[src/hw/rtl/drd_pkg.sv]
// Shared types, widths and codes for the delta run-length decoder.
package drd_pkg;

    localparam int WORD_W      = 16;
    localparam int LIMIT_W     = 32;
    localparam int DEF_MAX_RUN = 64;

    localparam logic [1:0] PH_START = 2'd0;
    localparam logic [1:0] PH_CNT   = 2'd1;
    localparam logic [1:0] PH_INC   = 2'd2;

    localparam logic [1:0] ST_OK   = 2'd0;
    localparam logic [1:0] ST_EVEN = 2'd1;
    localparam logic [1:0] ST_OVER = 2'd2;

    localparam logic CFG_SIGNED = 1'b0;
    localparam logic CFG_LIMIT  = 1'b1;

    localparam logic [LIMIT_W-1:0] LIMIT_RST = '1;

    typedef struct packed {
        logic              valid;
        logic [WORD_W-1:0] value;
        logic              value_valid;
        logic              run_last;
        logic              done;
        logic [1:0]        status;
    } t_res;

endpackage

[src/hw/rtl/drd_unit.sv]
// Shared adder, emitted-count incrementer and limit comparators used by the decode sequencer.
module drd_unit (
    input  logic [drd_pkg::WORD_W-1:0]  i_a,
    input  logic [drd_pkg::WORD_W-1:0]  i_b,
    input  logic [drd_pkg::LIMIT_W-1:0] i_emitted,
    input  logic [drd_pkg::LIMIT_W-1:0] i_limit,
    output logic [drd_pkg::WORD_W-1:0]  o_sum,
    output logic [drd_pkg::LIMIT_W-1:0] o_emitted_inc,
    output logic                        o_at_limit,
    output logic                        o_hits_limit
);
    import drd_pkg::*;

    assign o_sum         = i_a + i_b;
    assign o_emitted_inc = i_emitted + LIMIT_W'(1);
    assign o_at_limit    = (i_emitted >= i_limit);
    assign o_hits_limit  = (o_emitted_inc == i_limit);

endmodule

[src/hw/rtl/drd_seq.sv]
// Decode sequencer: word phases, run counter and decoder state.
module drd_seq #(
    parameter int MAX_RUN = drd_pkg::DEF_MAX_RUN
) (
    input  logic                        i_clk,
    input  logic                        i_rst_n,
    input  logic                        i_accept,
    input  logic [drd_pkg::WORD_W-1:0]  i_word,
    input  logic                        i_end,
    input  logic                        i_signed,
    input  logic [drd_pkg::LIMIT_W-1:0] i_limit,
    input  logic                        i_slot_free,
    output logic                        o_idle,
    output drd_pkg::t_res               o_res
);
    import drd_pkg::*;

    localparam int CNT_W = $clog2(MAX_RUN + 1);
    localparam logic S_IDLE = 1'b0;
    localparam logic S_RUN  = 1'b1;

    logic               r_state, n_state;
    logic [1:0]         r_phase, n_phase;
    logic [WORD_W-1:0]  r_last, n_last;
    logic [WORD_W-1:0]  r_pend, n_pend;
    logic [LIMIT_W-1:0] r_emit, n_emit;
    logic [WORD_W-1:0]  r_inc, n_inc;
    logic [CNT_W-1:0]   r_cnt, n_cnt;
    logic               r_end, n_end;

    logic [WORD_W-1:0]  w_sum;
    logic [LIMIT_W-1:0] w_emit_inc;
    logic               w_at_limit;
    logic               w_hits_limit;
    logic [WORD_W-1:0]  w_run;
    logic               w_fin;

    drd_unit u_unit (
        .i_a           (r_last),
        .i_b           (r_inc),
        .i_emitted     (r_emit),
        .i_limit       (i_limit),
        .o_sum         (w_sum),
        .o_emitted_inc (w_emit_inc),
        .o_at_limit    (w_at_limit),
        .o_hits_limit  (w_hits_limit)
    );

    assign o_idle = (r_state == S_IDLE);
    assign w_run  = (i_signed && r_pend[WORD_W-1]) ? '0 : r_pend;
    assign w_fin  = (r_cnt == CNT_W'(1)) || w_hits_limit;

    always_comb begin
        n_state = r_state;
        n_phase = r_phase;
        n_last  = r_last;
        n_pend  = r_pend;
        n_emit  = r_emit;
        n_inc   = r_inc;
        n_cnt   = r_cnt;
        n_end   = r_end;
        o_res   = '0;
        unique case (r_state)
            S_IDLE: begin
                if (i_accept) begin
                    unique case (r_phase)
                        PH_CNT: begin
                            n_pend  = i_word;
                            n_phase = PH_INC;
                            if (i_end) begin
                                o_res.valid    = 1'b1;
                                o_res.run_last = 1'b1;
                                o_res.done     = 1'b1;
                                o_res.status   = ST_EVEN;
                            end
                        end
                        PH_INC: begin
                            n_phase = PH_CNT;
                            if (w_run > WORD_W'(MAX_RUN)) begin
                                o_res.valid    = 1'b1;
                                o_res.run_last = 1'b1;
                                o_res.done     = i_end;
                                o_res.status   = ST_OVER;
                            end else if (w_run == '0 || w_at_limit) begin
                                if (i_end) begin
                                    o_res.valid    = 1'b1;
                                    o_res.run_last = 1'b1;
                                    o_res.done     = 1'b1;
                                    o_res.status   = ST_OK;
                                end
                            end else begin
                                n_state = S_RUN;
                                n_cnt   = w_run[CNT_W-1:0];
                                n_inc   = i_word;
                                n_end   = i_end;
                            end
                        end
                        default: begin
                            n_last  = i_word;
                            n_phase = PH_CNT;
                            if (!w_at_limit) begin
                                n_emit            = w_emit_inc;
                                o_res.valid       = 1'b1;
                                o_res.value       = i_word;
                                o_res.value_valid = 1'b1;
                                o_res.run_last    = 1'b1;
                                o_res.done        = i_end;
                            end else if (i_end) begin
                                o_res.valid    = 1'b1;
                                o_res.run_last = 1'b1;
                                o_res.done     = 1'b1;
                                o_res.status   = ST_OK;
                            end
                        end
                    endcase
                    if (i_end && n_state == S_IDLE) begin
                        n_phase = PH_START;
                        n_pend  = '0;
                        n_emit  = '0;
                    end
                end
            end
            S_RUN: begin
                if (i_slot_free) begin
                    n_last            = w_sum;
                    n_emit            = w_emit_inc;
                    n_cnt             = r_cnt - CNT_W'(1);
                    o_res.valid       = 1'b1;
                    o_res.value       = w_sum;
                    o_res.value_valid = 1'b1;
                    o_res.run_last    = w_fin;
                    o_res.done        = w_fin && r_end;
                    if (w_fin) begin
                        n_state = S_IDLE;
                        if (r_end) begin
                            n_phase = PH_START;
                            n_pend  = '0;
                            n_emit  = '0;
                        end
                    end
                end
            end
            default: n_state = S_IDLE;
        endcase
    end

    always_ff @(posedge i_clk) begin
        if (!i_rst_n) begin
            r_state <= S_IDLE;
            r_phase <= PH_START;
            r_last  <= '0;
            r_pend  <= '0;
            r_emit  <= '0;
            r_cnt   <= '0;
            r_end   <= 1'b0;
        end else begin
            r_state <= n_state;
            r_phase <= n_phase;
            r_last  <= n_last;
            r_pend  <= n_pend;
            r_emit  <= n_emit;
            r_cnt   <= n_cnt;
            r_end   <= n_end;
        end
    end

    always_ff @(posedge i_clk) begin
        r_inc <= n_inc;
    end

endmodule

[src/hw/rtl/delta_rle_decoder.sv]
// Delta run-length decoder top level: config registers, input handshake, output register.
// Results pass through the output register before they reach the master side.
// Start and count words are decoded as they are accepted.
// An increment word with run length N gives up to N adder sums, one per cycle while output is free.
// The output register holds one result; backpressure stalls the run counter.
// Synchronous active-low reset clears decoder state, config registers and output valid.
module delta_rle_decoder #(
    parameter int MAX_RUN = drd_pkg::DEF_MAX_RUN
) (
    input  logic                        i_clk,
    input  logic                        i_rst_n,
    input  logic                        i_cfg_we,
    input  logic                        i_cfg_index,
    input  logic [drd_pkg::LIMIT_W-1:0] i_cfg_wdata,
    input  logic                        s_axis_tvalid,
    output logic                        s_axis_tready,
    input  logic [15:0]                 s_axis_tdata,  // [15:0] code_word
    input  logic                        s_axis_tlast,  // stream_end
    output logic                        m_axis_tvalid,
    input  logic                        m_axis_tready,
    output logic [15:0]                 m_axis_tdata,  // [15:0] value
    output logic [3:0]                  m_axis_tuser,  // [0] value_valid, [1] run_last, [3:2] status
    output logic                        m_axis_tlast   // stream_done
);
    import drd_pkg::*;

    logic               r_signed;
    logic [LIMIT_W-1:0] r_limit;
    logic               r_ovalid;
    logic [WORD_W-1:0]  r_value;
    logic [3:0]         r_user;
    logic               r_done;

    logic  w_slot_free;
    logic  w_idle;
    logic  w_accept;
    t_res  w_res;

    assign w_slot_free   = !r_ovalid || m_axis_tready;
    assign s_axis_tready = w_idle && w_slot_free;
    assign w_accept      = s_axis_tvalid && s_axis_tready;

    drd_seq #(
        .MAX_RUN (MAX_RUN)
    ) u_seq (
        .i_clk       (i_clk),
        .i_rst_n     (i_rst_n),
        .i_accept    (w_accept),
        .i_word      (s_axis_tdata[WORD_W-1:0]),
        .i_end       (s_axis_tlast),
        .i_signed    (r_signed),
        .i_limit     (r_limit),
        .i_slot_free (w_slot_free),
        .o_idle      (w_idle),
        .o_res       (w_res)
    );

    always_ff @(posedge i_clk) begin
        if (!i_rst_n) begin
            r_signed <= 1'b0;
            r_limit  <= LIMIT_RST;
        end else if (i_cfg_we) begin
            unique case (i_cfg_index)
                CFG_SIGNED: r_signed <= i_cfg_wdata[0];
                CFG_LIMIT:  r_limit  <= i_cfg_wdata;
                default:    r_signed <= r_signed;
            endcase
        end
    end

    always_ff @(posedge i_clk) begin
        if (!i_rst_n) begin
            r_ovalid <= 1'b0;
        end else if (w_res.valid) begin
            r_ovalid <= 1'b1;
        end else if (m_axis_tready) begin
            r_ovalid <= 1'b0;
        end
    end

    always_ff @(posedge i_clk) begin
        if (w_res.valid) begin
            r_value <= w_res.value;
            r_user  <= {w_res.status, w_res.run_last, w_res.value_valid};
            r_done  <= w_res.done;
        end
    end

    assign m_axis_tvalid = r_ovalid;
    assign m_axis_tdata  = r_value;
    assign m_axis_tuser  = r_user;
    assign m_axis_tlast  = r_done;

endmodule

[config.mk]
export PLATFORM = sky130hd
export DESIGN_NAME = delta_rle_decoder
export DESIGN_NICKNAME = d
export VERILOG_FILES = /design/src/hw/rtl/drd_pkg.sv /design/src/hw/rtl/drd_unit.sv /design/src/hw/rtl/drd_seq.sv /design/src/hw/rtl/delta_rle_decoder.sv
export SDC_FILE = /design/constraint.sdc
export NUM_CORES = 1
export LEC_CHECK = 0
export BUFFER_PORTS_ARGS = -buffer_cell sky130_fd_sc_hd__buf_2
export CAP_MARGIN = 30
export CORE_ASPECT_RATIO = 0.75
export CORE_MARGIN = 2
export CORE_UTILIZATION = 60
export CTS_CLUSTER_DIAMETER = 200
export DETAILED_ROUTE_END_ITERATION = 10
export GPL_ROUTABILITY_DRIVEN = 0
export PLACE_DENSITY = 0.8
export SLEW_MARGIN = 20
export SYNTH_ARGS = -nofsm -noshare
export SYNTH_HDL_FRONTEND = slang
export SYNTH_SLANG_ARGS = --single-unit
[constraint.sdc]
create_clock -name i_clk -period 4.84 [get_ports i_clk]
set_clock_uncertainty 0.05 [all_clocks]
set_input_delay 0.726 -clock i_clk [delete_from_list [all_inputs] [get_ports i_clk]]
set_output_delay 0.726 -clock i_clk [all_outputs]
set_load 0.03 [all_outputs]
==> flow_summary.json <==
{
  "synthDominantCellAreaShare_pct": 25.8,
  "setup.worst_path.end_class": "flop",
  "timing.max_cap.violations": 0,
  "io_buffer_count": 77,
  "leading_register_cell_type_out_of_synthesis": "dfxtp_1",
  "start_util_pct": 61.4,
  "slew_headroom_pct": 39.5,
  "via_count_of_the_first_global_routing_pass": 6628,
  "power_per_cell_area_nw_per_um2": 311,
  "cts_setup_buffers": 0,
  "detailed_place_hpwl_um": 15000,
  "vdd_ir_drop_max_mv": 0.233,
  "cp-start-kind": "flop",
  "postSynth.asyncResetShare_pct": 0,
  "post_synth_inst_count": 943,
  "design.die.area_um2": 15000,
  "detail-route-antenna-nets": 0,
  "cts.clk_slew.worst_paths_ns": 0.06,
  "antenna-diode-count": 0,
  "cts.sink_count": 146,
  "netlist.top_cell.by_area": "dfxtp_1",
  "clock.fmax_ghz": 0.241,
  "synth.lib_cells_used.distinct": 68,
  "global_route.overflow_total": 0,
  "met1_usage_pct": 45.1,
  "synthToLayoutAreaGrowth_pct": 12.7,
  "critPathSlowestCell": "o21ai_4",
  "synthTopCellsByArea": "dfxtp_1 26%, edfxtp_1 13%, ha_1 7.7%",
  "grt_use_met3_pct": 7.19,
  "route.detailed.drc": 0,
  "finalWirelength_um": 21400,
  "period_minus_slack_ns": 4.14,
  "gr-usage-all-layers_pct": 29.1,
  "layout_worst_path_cycle_share_pct": 85.6,
  "tritoncts_buffer_count": 17,
  "timing.critical_path.arrival_ns": 4.36,
  "postSynthRegisterBits": 146,
  "finalMaxSlewViolations": 0,
  "io_pins": 78,
  "placed_cells_incl_taps": 1151,
  "first_pass_grt_wire_length_um": 34300,
  "total_leakage_power_nw": 3.89,
  "syn_avg_cell_area_um2": 8.95,
  "std_cell_rows": 37,
  "post_cts_resized": 0,
  "crit_fanout": 26,
  "postCtsHoldBufs": 0,
  "iteration_0_drc_markers": 740,
  "cts_tree": "done",
  "h-tree-depth": 4,
  "standard_cell_core_area_um2": 13700,
  "cp_cell_sequence": "and4_1, and3_1, a41oi_1, a2111oi_2, o2111ai_1, nor4_1, nand3b_1, a221o_1, o21ai_4, nor2_1",
  "groute.layer.met2.usage_pct": 39.7,
  "gr-max-usage-layer": "met1",
  "layout-drive-gt1-share_pct": 13.5,
  "cts-root-to-sink-buffers": 2,
  "layout_net_count": 1105,
  "layout_setup_ws_ns": 0.696,
  "dpl_worst_slack_ns": 0.798,
  "totalNegativeSetupSlack_ns": 0,
  "yosys_warnings": 0,
  "root_buffer": "clkbuf_16",
  "number_of_flops_mapped_to_enable_cells_by_yosys": 37,
  "chipHeight_um": 107,
  "p_total_mw": 2.96,
  "synth-seq-area-share_pct": 39.0,
  "data_required_critical_path_ns": 5.06,
  "dr_total_vias": 7199,
  "tightestPinTransition_ns": 0.908,
  "result_of_the_run": "completed",
  "clock_latency_ns": 0.42,
  "min_path_type": "flop to flop",
  "drt_pre_antenna_iters": 6,
  "hold_viol_final": 0,
  "drt-wirelength-per-cell_um": 18.1,
  "final-setup-viol-count": 0,
  "rsz0062_at_grt": "false",
  "grt_start_max_net_pins": 54,
  "instances_no_fill": 1185,
  "antenna_violations_before_repair": 0,
  "synthesized_nets": 1051,
  "detail_route.vias_per_cell": 6.08,
  "crit_path_max_incr_delay_ns": 0.65,
  "netlist_area_um2": 8440,
  "critPathKind": "flop to flop",
  "die_width_um": 141
}
## Yosys cell counts (16+ instances only)
library cell / n
xor2_1: 28
xnor2_1: 55
dfxtp_1: 109
a21oi_1: 45
edfxtp_1: 37
a22o_1: 30
a211oi_1: 22
nor3_1: 19
nor4_1: 16
mux2i_1: 21
o211ai_1: 34
inv_1: 55
nand3_1: 33
nor2_1: 79
o21ai_0: 31
clkbuf_1: 26
ha_1: 52
nand2_1: 92
## final timing paths
check	start	endpoint	slack (ns)	cells after the start
setup / recovery	u_seq.r_emit[9]	u_seq.r_emit[24]	0.70	10
hold / removal	u_seq.r_pend[11]	u_seq.r_pend[11]	0.43	1
setup reg to reg	u_seq.r_emit[9]	u_seq.r_emit[24]	0.70	10
hold reg to reg	u_seq.r_pend[11]	u_seq.r_pend[11]	0.43	1
## registers in the layout (all words and copies together), names as in the netlist, 2 cells and up
register       cells
u_seq.r_phase      2
u_seq.r_cnt        7
u_seq.r_emit      32
m_axis_tdata      16
m_axis_tuser       4
u_seq.r_inc       16
u_seq.r_pend      16
r_limit           32
u_seq.r_last      16
## kinds of logic after synthesis
| group | synth area share (%) |
|---|---|
| flops | 39.0 |
| buf+inv | 5.39 |
| mux | 2.49 |
| simple gates | 17.9 |
| compound gates | 18.7 |
| xor+xnor | 8.61 |
| fa+ha+maj | 7.94 |
## layer usage
layer	vias to the layer above	part of all wire (%)
met5	-	0
met2	346	39
met4	0	1.4
li1	3535	-
met3	23	10
met1	3295	49
## layout by cell type (no fill, tap or decap), types with 31 or more instances in the layout
cell type,n
o211ai_1,34
a21oi_1,45
nand2_1,92
edfxtp_1,37
o21ai_0,31
ha_1,52
nor2_1,79
buf_2,77
dfxtp_1,108
xnor2_1,55
nand3_1,33
inv_1,55
## through the flow
step / util (%) / instance area [um^2] / hold slack (ns)
global placement: 64.4 / 8860 / 0.407
finish: 69.2 / 9520 / 0.431
global route: 69.2 / 9520 / 0.452
floorplan: - / 8440 / 0.393
detailed placement: 65.0 / 8940 / 0.414
CTS: 69.0 / 9480 / 0.427
## where the power goes
group,switching [mW],internal (mW),leakage [nW],total [mW]
sequential,0.0315,1.31,1.24,1.34
clock,0.515,0.702,0.261,1.22
combinational,0.254,0.151,2.38,0.405
total,0.801,2.16,3.89,2.96
## area by class of cell
class                   instances  area (um^2)
flip-flops and latches        146         3290
fillers                      1099         4230
multi-input cells             688         4720
clock buffers                  18          429
repair buffers                 88          532
well taps                     175          219
clock inverters                14          115
inverters                      56          210
## worst max-delay path: cells and delay by family, from the launching register on
family / cells / cell delay (ns)
AOI/OAI and AO/OA: 5 / 1.86
and+or+nand+nor: 5 / 1.47
DFF: 1 / 0.61
Note: power is estimated with default switching activity, not from simulation.
